<file path="config.mk">
export PLATFORM = sky130hd
export DESIGN_NAME = programmable_interrupt_controller_core_flat
export DESIGN_NICKNAME = d
export VERILOG_FILES = /design/src/rtl/pic_pkg.sv /design/src/rtl/pic_if.sv /design/src/rtl/programmable_interrupt_controller_core.sv /design/src/flat_wrapper.sv
export SDC_FILE = /design/constraint.sdc
export NUM_CORES = 1
export LEC_CHECK = 0
export BUFFER_PORTS_ARGS = -buffer_cell sky130_fd_sc_hd__clkbuf_2
export CAP_MARGIN = 10
export CORE_ASPECT_RATIO = 1.4
export CORE_MARGIN = 2
export CORE_UTILIZATION = 55
export CTS_CLUSTER_DIAMETER = 150
export DETAILED_ROUTE_END_ITERATION = 10
export PLACE_DENSITY = 0.74
export SYNTH_ARGS = -nofsm -noshare
export SYNTH_HDL_FRONTEND = slang
export SYNTH_SLANG_ARGS = --single-unit
</file>
<file path="constraint.sdc">
create_clock -name clk -period 5.3 [get_ports clk]
set_input_delay 1.59 -clock clk [delete_from_list [all_inputs] [get_ports clk]]
set_output_delay 1.59 -clock clk [all_outputs]
set_load 0.02 [all_outputs]
</file>
<file path="src/rtl/pic_pkg.sv">
`timescale 1ns / 1ps
package pic_pkg;

	localparam int unsigned NUM_LINES = 8;
	localparam int unsigned LINE_IDX_W = $clog2(NUM_LINES);
	localparam int unsigned PRIO_W = LINE_IDX_W + 1;

	// Beat command codes
	localparam logic [1:0] CMD_WRITE = 2'd0;
	localparam logic [1:0] CMD_READ  = 2'd1;
	localparam logic [1:0] CMD_LINES = 2'd2;
	localparam logic [1:0] CMD_ACK   = 2'd3;

	localparam logic PORT_CMD  = 1'b0;
	localparam logic PORT_DATA = 1'b1;

	// Init sequence phases
	localparam logic [1:0] PH_READY = 2'd0;
	localparam logic [1:0] PH_ICW2  = 2'd1;
	localparam logic [1:0] PH_ICW3  = 2'd2;
	localparam logic [1:0] PH_ICW4  = 2'd3;

	// Mode flag bit positions
	localparam int unsigned MF_IC4  = 0;
	localparam int unsigned MF_SNGL = 1;
	localparam int unsigned MF_RIS  = 2;
	localparam int unsigned MF_LTIM = 3;
	localparam int unsigned MF_UPM  = 4;
	localparam int unsigned MF_W    = 5;

	// Command-port write decode
	localparam int unsigned ICW1_BIT   = 4;
	localparam int unsigned OCW3_BIT   = 3;
	localparam int unsigned OCW3_RR    = 1;
	localparam int unsigned OCW3_RIS   = 0;
	localparam int unsigned ICW4_UPM   = 0;
	localparam logic [7:0] ICW1_KEEP   = 8'h0b;
	localparam logic [2:0] EOI_NS      = 3'b001;
	localparam logic [2:0] EOI_NS_ROT  = 3'b101;
	localparam logic [2:0] EOI_SP      = 3'b011;
	localparam logic [2:0] EOI_SP_ROT  = 3'b111;

	localparam int unsigned BASE_W = 5;
	localparam logic [LINE_IDX_W-1:0] SPURIOUS_LINE = '1;

	typedef logic [NUM_LINES-1:0] lines_t;

	typedef struct packed {
		logic [7:0] rdata;
		logic       int_pending;
		logic [7:0] vector;
		logic       spurious;
	} result_t;

	// Index of the lowest set bit, NUM_LINES when none is set
	function automatic logic [PRIO_W-1:0] lowest_bit(input lines_t v);
		logic [PRIO_W-1:0] idx;
		idx = PRIO_W'(NUM_LINES);
		for (int i = NUM_LINES - 1; i >= 0; i--) begin
			if (v[i]) begin
				idx = PRIO_W'(i);
			end
		end
		return idx;
	endfunction

endpackage

</file>
<file path="src/rtl/pic_if.sv">
`timescale 1ns / 1ps
interface pic_req_if;
	logic       valid;
	logic       ready;
	logic [1:0] cmd;
	logic       port_sel;
	logic [7:0] wdata;
	logic [7:0] req_lines;

	modport source(output valid, cmd, port_sel, wdata, req_lines, input ready);
	modport sink(input valid, cmd, port_sel, wdata, req_lines, output ready);
endinterface

interface pic_rsp_if;
	logic       valid;
	logic       ready;
	logic [7:0] rdata;
	logic       int_pending;
	logic [7:0] vector;
	logic       spurious;

	modport source(output valid, rdata, int_pending, vector, spurious, input ready);
	modport sink(input valid, rdata, int_pending, vector, spurious, output ready);
endinterface

</file>
<file path="src/rtl/programmable_interrupt_controller_core.sv">
`timescale 1ns / 1ps
// Single 8259-style interrupt controller with fixed priority (IRQ0 highest). Every request
// beat is a bus write, a bus read, a sample of the eight request lines or an interrupt
// acknowledge, and each gives exactly one response beat. A beat is decoded and applied to the
// controller registers in the cycle it is accepted, and its response is captured in an
// output register at that edge; a new beat is taken every clock as long as the response
// register is empty or being drained, so the throughput is one beat per clock.
// Rotation, poll, special mask, buffered mode and cascading are not supported.
module programmable_interrupt_controller_core (
	input  logic       clk,
	input  logic       arst_n,
	pic_req_if.sink    req_ch,
	pic_rsp_if.source  rsp_ch
);

	pic_pkg::lines_t imr_q, isr_q, irr_q, prev_q;
	pic_pkg::lines_t imr_n, isr_n, irr_n;
	logic [pic_pkg::BASE_W-1:0] base_q, base_n;
	logic [7:0] cascade_q, cascade_n;
	logic [1:0] phase_q, phase_n;
	logic [pic_pkg::MF_W-1:0] mode_q, mode_n;

	pic_pkg::result_t res_n, res_q;
	logic out_valid_q;
	logic accept;

	logic [pic_pkg::PRIO_W-1:0] grant_now, limit_now, grant_nx, limit_nx;
	logic [pic_pkg::PRIO_W-1:0] isr_low;
	logic [2:0] eoi_code;

	assign req_ch.ready = !out_valid_q || rsp_ch.ready;
	assign accept = req_ch.valid && req_ch.ready;

	assign eoi_code = req_ch.wdata[7:5];
	assign isr_low  = pic_pkg::lowest_bit(isr_q);

	always_comb begin
		limit_now = isr_low;
		grant_now = pic_pkg::lowest_bit(irr_q & ~imr_q);
		if (grant_now >= limit_now) begin
			grant_now = pic_pkg::PRIO_W'(pic_pkg::NUM_LINES);
		end
	end

	always_comb begin
		imr_n = imr_q;
		isr_n = isr_q;
		irr_n = irr_q;
		base_n = base_q;
		cascade_n = cascade_q;
		phase_n = phase_q;
		mode_n = mode_q;
		res_n = '0;
		case (req_ch.cmd)
			pic_pkg::CMD_WRITE: begin
				if (req_ch.port_sel == pic_pkg::PORT_DATA) begin
					case (phase_q)
						pic_pkg::PH_ICW2: begin
							base_n = req_ch.wdata[7:3];
							if (mode_q[pic_pkg::MF_SNGL]) begin
								phase_n = mode_q[pic_pkg::MF_IC4] ? pic_pkg::PH_ICW4
									: pic_pkg::PH_READY;
							end else begin
								phase_n = pic_pkg::PH_ICW3;
							end
						end
						pic_pkg::PH_ICW3: begin
							cascade_n = req_ch.wdata;
							phase_n = mode_q[pic_pkg::MF_IC4] ? pic_pkg::PH_ICW4
								: pic_pkg::PH_READY;
						end
						pic_pkg::PH_ICW4: begin
							mode_n[pic_pkg::MF_UPM] = req_ch.wdata[pic_pkg::ICW4_UPM];
							phase_n = pic_pkg::PH_READY;
						end
						default: begin
							imr_n = req_ch.wdata;
						end
					endcase
				end else if (req_ch.wdata[pic_pkg::ICW1_BIT]) begin
					mode_n = pic_pkg::MF_W'(req_ch.wdata & pic_pkg::ICW1_KEEP);
					imr_n = '0;
					isr_n = '0;
					irr_n = '0;
					phase_n = pic_pkg::PH_ICW2;
				end else if (req_ch.wdata[pic_pkg::OCW3_BIT]) begin
					if (req_ch.wdata[pic_pkg::OCW3_RR]) begin
						mode_n[pic_pkg::MF_RIS] = req_ch.wdata[pic_pkg::OCW3_RIS];
					end
				end else if (eoi_code == pic_pkg::EOI_NS || eoi_code == pic_pkg::EOI_NS_ROT) begin
					if (isr_low < pic_pkg::PRIO_W'(pic_pkg::NUM_LINES)) begin
						isr_n[isr_low[pic_pkg::LINE_IDX_W-1:0]] = 1'b0;
					end
				end else if (eoi_code == pic_pkg::EOI_SP || eoi_code == pic_pkg::EOI_SP_ROT) begin
					isr_n[req_ch.wdata[pic_pkg::LINE_IDX_W-1:0]] = 1'b0;
				end
			end
			pic_pkg::CMD_READ: begin
				if (req_ch.port_sel == pic_pkg::PORT_DATA) begin
					res_n.rdata = imr_q;
				end else begin
					res_n.rdata = mode_q[pic_pkg::MF_RIS] ? isr_q : irr_q;
				end
			end
			pic_pkg::CMD_LINES: begin
				if (mode_q[pic_pkg::MF_LTIM]) begin
					irr_n = req_ch.req_lines;
				end else begin
					irr_n = irr_q | (req_ch.req_lines & ~prev_q);
				end
			end
			default: begin
				if (grant_now < pic_pkg::PRIO_W'(pic_pkg::NUM_LINES)) begin
					isr_n[grant_now[pic_pkg::LINE_IDX_W-1:0]] = 1'b1;
					irr_n[grant_now[pic_pkg::LINE_IDX_W-1:0]] = 1'b0;
					res_n.vector = {base_q, grant_now[pic_pkg::LINE_IDX_W-1:0]};
				end else begin
					res_n.vector = {base_q, pic_pkg::SPURIOUS_LINE};
					res_n.spurious = 1'b1;
				end
			end
		endcase

		// Pending flag looks at the state left by this beat
		limit_nx = pic_pkg::lowest_bit(isr_n);
		grant_nx = pic_pkg::lowest_bit(irr_n & ~imr_n);
		res_n.int_pending = grant_nx < limit_nx;
	end

	always_ff @(posedge clk or negedge arst_n) begin
		if (!arst_n) begin
			imr_q <= '0;
			isr_q <= '0;
			irr_q <= '0;
			prev_q <= '0;
			base_q <= '0;
			cascade_q <= '0;
			phase_q <= pic_pkg::PH_READY;
			mode_q <= '0;
			out_valid_q <= 1'b0;
		end else begin
			if (accept) begin
				imr_q <= imr_n;
				isr_q <= isr_n;
				irr_q <= irr_n;
				base_q <= base_n;
				cascade_q <= cascade_n;
				phase_q <= phase_n;
				mode_q <= mode_n;
				if (req_ch.cmd == pic_pkg::CMD_LINES) begin
					prev_q <= req_ch.req_lines;
				end
				out_valid_q <= 1'b1;
			end else if (rsp_ch.ready) begin
				out_valid_q <= 1'b0;
			end
		end
	end

	// Response payload, held while the sink stalls
	always_ff @(posedge clk) begin
		if (accept) begin
			res_q <= res_n;
		end
	end

	assign rsp_ch.valid       = out_valid_q;
	assign rsp_ch.rdata       = res_q.rdata;
	assign rsp_ch.int_pending = res_q.int_pending;
	assign rsp_ch.vector      = res_q.vector;
	assign rsp_ch.spurious    = res_q.spurious;

	a_spurious_vec: assert property (@(posedge clk) disable iff (!arst_n)
		out_valid_q && res_q.spurious |-> res_q.vector[2:0] == pic_pkg::SPURIOUS_LINE)
		else $error("spurious response without line 7 vector");

	a_grant_sets_isr: assert property (@(posedge clk) disable iff (!arst_n)
		accept && req_ch.cmd == pic_pkg::CMD_ACK && !res_n.spurious |=> isr_q != '0)
		else $error("granted acknowledge left ISR empty");

	a_icw1_phase: assert property (@(posedge clk) disable iff (!arst_n)
		accept && req_ch.cmd == pic_pkg::CMD_WRITE && req_ch.port_sel == pic_pkg::PORT_CMD
		&& req_ch.wdata[pic_pkg::ICW1_BIT] |=> phase_q == pic_pkg::PH_ICW2 && isr_q == '0)
		else $error("ICW1 did not restart init");

	a_hold_result: assert property (@(posedge clk) disable iff (!arst_n)
		out_valid_q && !rsp_ch.ready |=> out_valid_q && $stable(res_q))
		else $error("stalled response lost");

endmodule
</file>
<file path="src/flat_wrapper.sv">
// flat-port wrapper written by rule: the top's interface ports become plain ports
module programmable_interrupt_controller_core_flat 
  (clk, arst_n, req_ch_valid, req_ch_cmd, req_ch_port_sel, req_ch_wdata, req_ch_req_lines, req_ch_ready, rsp_ch_valid, rsp_ch_rdata, rsp_ch_int_pending, rsp_ch_vector, rsp_ch_spurious, rsp_ch_ready);
  pic_req_if req_ch_i ();
  pic_rsp_if rsp_ch_i ();
  input  logic clk;
  input  logic arst_n;
  input wire logic [$bits(req_ch_i.valid)-1:0] req_ch_valid;
  input wire logic [$bits(req_ch_i.cmd)-1:0] req_ch_cmd;
  input wire logic [$bits(req_ch_i.port_sel)-1:0] req_ch_port_sel;
  input wire logic [$bits(req_ch_i.wdata)-1:0] req_ch_wdata;
  input wire logic [$bits(req_ch_i.req_lines)-1:0] req_ch_req_lines;
  output wire logic [$bits(req_ch_i.ready)-1:0] req_ch_ready;
  output wire logic [$bits(rsp_ch_i.valid)-1:0] rsp_ch_valid;
  output wire logic [$bits(rsp_ch_i.rdata)-1:0] rsp_ch_rdata;
  output wire logic [$bits(rsp_ch_i.int_pending)-1:0] rsp_ch_int_pending;
  output wire logic [$bits(rsp_ch_i.vector)-1:0] rsp_ch_vector;
  output wire logic [$bits(rsp_ch_i.spurious)-1:0] rsp_ch_spurious;
  input wire logic [$bits(rsp_ch_i.ready)-1:0] rsp_ch_ready;
  assign req_ch_i.valid = req_ch_valid;
  assign req_ch_i.cmd = req_ch_cmd;
  assign req_ch_i.port_sel = req_ch_port_sel;
  assign req_ch_i.wdata = req_ch_wdata;
  assign req_ch_i.req_lines = req_ch_req_lines;
  assign req_ch_ready = req_ch_i.ready;
  assign rsp_ch_valid = rsp_ch_i.valid;
  assign rsp_ch_rdata = rsp_ch_i.rdata;
  assign rsp_ch_int_pending = rsp_ch_i.int_pending;
  assign rsp_ch_vector = rsp_ch_i.vector;
  assign rsp_ch_spurious = rsp_ch_i.spurious;
  assign rsp_ch_i.ready = rsp_ch_ready;
  programmable_interrupt_controller_core u_core (.clk(clk), .arst_n(arst_n), .req_ch(req_ch_i), .rsp_ch(rsp_ch_i));
endmodule
</file>
==> run metrics <==
buffers plus inverters on the worst setup path=1; post-placement worst setup slack=around 0.22 ns; power density of the placed cells=between 500 and 600 nW/um2; clock root cell=clkbuf_8; maximum level of the CTS H-tree=3; number of clock sinks=between 60 and 70; WS Path Type=reg -> reg; number of storage elements in the synthesis netlist=between 60 and 70; number of enable flip-flop cells after synthesis=18; wire length per cell after detailed routing=between 20 and 25 um; Cells on Worst Hold Path=2; detailed placement HPWL=between 9000 and 10000 um; Crit path largest cell delay=between 0.4 and 0.5 ns; net count after synthesis=530; final hold violations=0; area growth from synthesis to layout=10.6%; number of buffers created by CTS=9; largest fanout of any net on the critical path=7; worst supply voltage drop on vdd=roughly 0.00032 V; ratio of cells with drive above 1 in the final layout=approximately 20%; footprint of the multi-input gates=approximately 2500 um2; overall global routing resource usage=around 33%; Rows=38; number of antenna cells inserted=0; final number of setup-violating endpoints=0; final wirelength=~13000 um; number of global-route vias before repair=4041; top cell family by delay on the critical path=compound AO/OA/AOI/OAI gates; cell with the largest stage delay on the worst path=dfrtp_1; number of filler cells placed in the layout=approximately 700; cell depth of the worst flop-to-flop path=19; horizontal extent of the die=around 79 um; # Max-Cap Violations=0; clock slew at reported path FFs=~0.08 ns; buffers added on ports=42; clock tree from TritonCTS=done; Final Wtd Congestion=~1.0; critical path, cell by cell=nor2b_1 -> o211ai_1 -> o21ai_2 -> inv_1 -> ha_1 -> or2b_2 -> a21o_1 -> a41o_1 -> a311o_1 -> a41oi_1 -> a21oi_1 -> nor3_1 -> nand3_1 -> ha_1 -> nor3_1 -> and3_2 -> o211a_1 -> a21oi_1 -> o22ai_1; post-route setup slack=around 0.34 ns; synth unique cells=83; cell taking the most area after synthesis=dfrtp_1; Least-Margin Pin Slew=between 0.8 and 0.9 ns; cell area after placement=4620 um2; share of Yosys cell area claimed by the top area cell type=between 20% and 30%; Final Slew Violations=0; vias after detailed routing=between 4k and 5k; Post-DRT Antenna Nets=0; Post-layout nets=between 500 and 600; top cells by area, synth=dfrtp_1 (25%), edfxtp_1 (12%), nand2_1 (6.9%); pin count of the biggest net entering global routing=45; wire length of the first global-routing pass=21400 um; endpoint type of the worst setup path=register; class of the worst hold path=reg -> reg; via density per instance=roughly 6.5; Layout Skew=0.0107 ns; async set-reset flop share out of synthesis=about 71%; DP Cell Count=between 600 and 700; Avg Inst Size Synth=just under 9 um2; result of the run=completed; number of antenna violations at the first check in global routing=0; element type at the critical path start=register; DRC violations left=0; area used by sequential logic in the layout=roughly 1600 um2; Final period util=a little over nine tenths; number of violations reported at the end of detailed-routing iteration 0=approximately 380; design area=about 4800 um2; sequential-to-total area share from yosys stat=37.9%; headroom to the max-slew limit=~46%; Core Box Area=between 7000 and 8000 um2; total negative setup slack=0 ns; Overflow after GRT=0; clock latency at the later pin of the worst-skew pair=about 0.37 ns; buffer depth of the longest clock path=2; Vert. Die Dim=around 110 um; leak pwr=approximately 2.1 nW; critical path required time=about 5.5 ns; Max Clk Rate=201 MHz; Synth warnings=0; number of standard cells after synthesis=about 500; DR pass1 iterations=6; unrepaired setup endpoints after global routing=false; Min Clock Period, post-route=4.96 ns; Starting Density=a little under three fifths; Util after Layout=slightly above 60%; I/O pin count=43; worst path arrival time=slightly above 5 ns; DIE AREA=roughly 8600 um2; predominant post-synthesis flop cell=dfrtp_1; Critical Path Stages=19; number of standard cells in the layout, taps in and fillers out=about 640; Synth Cell Area=between 4000 and 5000 um2
-- path summary, 6_finish.rpt --
| check | from | end | slack (ns) |
|---|---|---|---|
| max | u_core.irr_q[3]$_DFFE_PN0P_ | u_core.rsp_ch.int_pending$_DFFE_PP_ | 0.34 |
| min | u_core.base_q[1]$_DFFE_PN0P_ | u_core.base_q[1]$_DFFE_PN0P_ | 0.48 |
| max reg2reg | u_core.irr_q[3]$_DFFE_PN0P_ | u_core.rsp_ch.int_pending$_DFFE_PP_ | 0.34 |
| min reg2reg | u_core.base_q[1]$_DFFE_PN0P_ | u_core.base_q[1]$_DFFE_PN0P_ | 0.48 |
| max in group asynchronous | arst_n | u_core.imr_q[2]$_DFFE_PN0P_ | 3.58 |
| min in group asynchronous | arst_n | u_core.mode_q[0]$_DFFE_PN0P_ | 1.31 |
-- sequential cells by signal, summed over array words and instances, names as in the netlist --
signal and flops:
u_core.base_q 5, u_core.imr_q 8, u_core.irr_q 8, u_core.isr_q 8, u_core.mode_q 4, u_core.phase_q 2, u_core.prev_q 8, u_core.rsp_ch.int_pending 1
u_core.rsp_ch.rdata 8, u_core.rsp_ch.spurious 1, u_core.rsp_ch.valid 1, u_core.rsp_ch.vector 8
-- timing repair --
item | 4_1_cts | 5_1_grt
gates resized for setup | 0 | 1
setup endpoints to repair | 0 | 1
hold buffers | 0 | 0
setup buffers | 0 | 0
-- area by class of cell --
type,instances,share of cell area [%]
Clock buffer,9,2.59
Inverter,25,1.96
Timing Repair Buffer,53,6.12
Clock inverter,7,0.863
Tap cell,100,2.61
Sequential cell,62,34.3
Multi-Input combinational cell,385,51.6
-- logic make-up (layout without fill, tap and decap cells) --
logic type                 count (synthesis)  count (layout)  share of synthesized area [%]
buffers and inverters                     49              94                           5.12
muxes                                     23              23                           5.78
adders and majority gates                 11              11                           3.18
AOI/OAI and AO/OA                        160             160                           26.0
DFF                                       62              62                           37.9
and+or+nand+nor                          191             191                           21.9
-- power by group --
part           switching [W]  total [W]  leakage (nW)  internal, W
combinational       0.000940    0.00153          1.26     0.000589
clock               0.000204   0.000369        0.0801     0.000165
sequential          0.000181   0.000807         0.745     0.000626
total                0.00132    0.00271          2.08      0.00138
-- synthesized netlist by cell type (3+ instances only) --
cell / instances
nand2_1: 79
dfrtp_1: 44
o21ai_0: 43
nor2_1: 32
inv_1: 23
a21oi_1: 21
edfxtp_1: 18
clkbuf_1: 17
mux2_2: 16
nand2b_1: 14
and2_1: 13
ha_1: 11
nor2b_1: 10
a31oi_1: 8
a22oi_1: 7
mux2i_1: 7
nand3_1: 7
nor3_1: 7
o211ai_1: 7
a32o_1: 6
a32oi_1: 6
a21o_1: 5
o31ai_1: 5
and3_1: 4
o22ai_1: 4
a211oi_1: 3
a21boi_0: 3
a22o_2: 3
nor3b_1: 3
o211a_1: 3
o21a_1: 3
o21ai_1: 3
-- tightest hold or removal path: stages (launching register included) --
cell and delay (ns):
dfrtp_1 0.34, nand2_1 0.05, o21ai_0 0.06
-- routing by layer --
layer | track usage, % | up-vias | wire length [um]
met5 | 0 | - | 0
met4 | 22.7 | 0 | 838
met3 | 4.88 | 69 | 865
met2 | 53.4 | 235 | 6340
met1 | 41.4 | 1974 | 5230
li1 | - | 1901 | -
-- through the flow --
step                      hold WS (ns)  power, W
after floorplan                  0.442   0.00187
after global placement           0.464   0.00226
after detailed placement         0.470   0.00229
after CTS                        0.486   0.00267
after global routing             0.509   0.00288
final                            0.482   0.00271
-- placed cells by master (no fill, tap or decap), drive strengths merged, types with 3 or more instances in the layout --
cell / synthesis / routed
a211oi: 3 / 3
a21boi: 5 / 5
a21o: 5 / 5
a21oi: 21 / 21
a22o: 5 / 5
a22oi: 7 / 7
a31oi: 8 / 8
a32o: 6 / 6
a32oi: 6 / 6
and2: 15 / 15
and3: 5 / 5
buf: 4 / 11
clkbuf: 20 / 51
clkinv: 2 / 7
dfrtp: 44 / 44
edfxtp: 18 / 18
ha: 11 / 11
inv: 23 / 23
mux2: 16 / 16
mux2i: 7 / 7
nand2: 80 / 80
nand2b: 14 / 14
nand3: 7 / 7
nor2: 33 / 33
nor2b: 10 / 10
nor3: 7 / 7
nor3b: 3 / 3
nor4: 3 / 3
o211a: 3 / 3
o211ai: 7 / 7
o21a: 3 / 3
o21ai: 48 / 48
o22ai: 4 / 4
o311ai: 3 / 3
o31ai: 5 / 5
No activity file was read; power rests on OpenSTA's default activity.
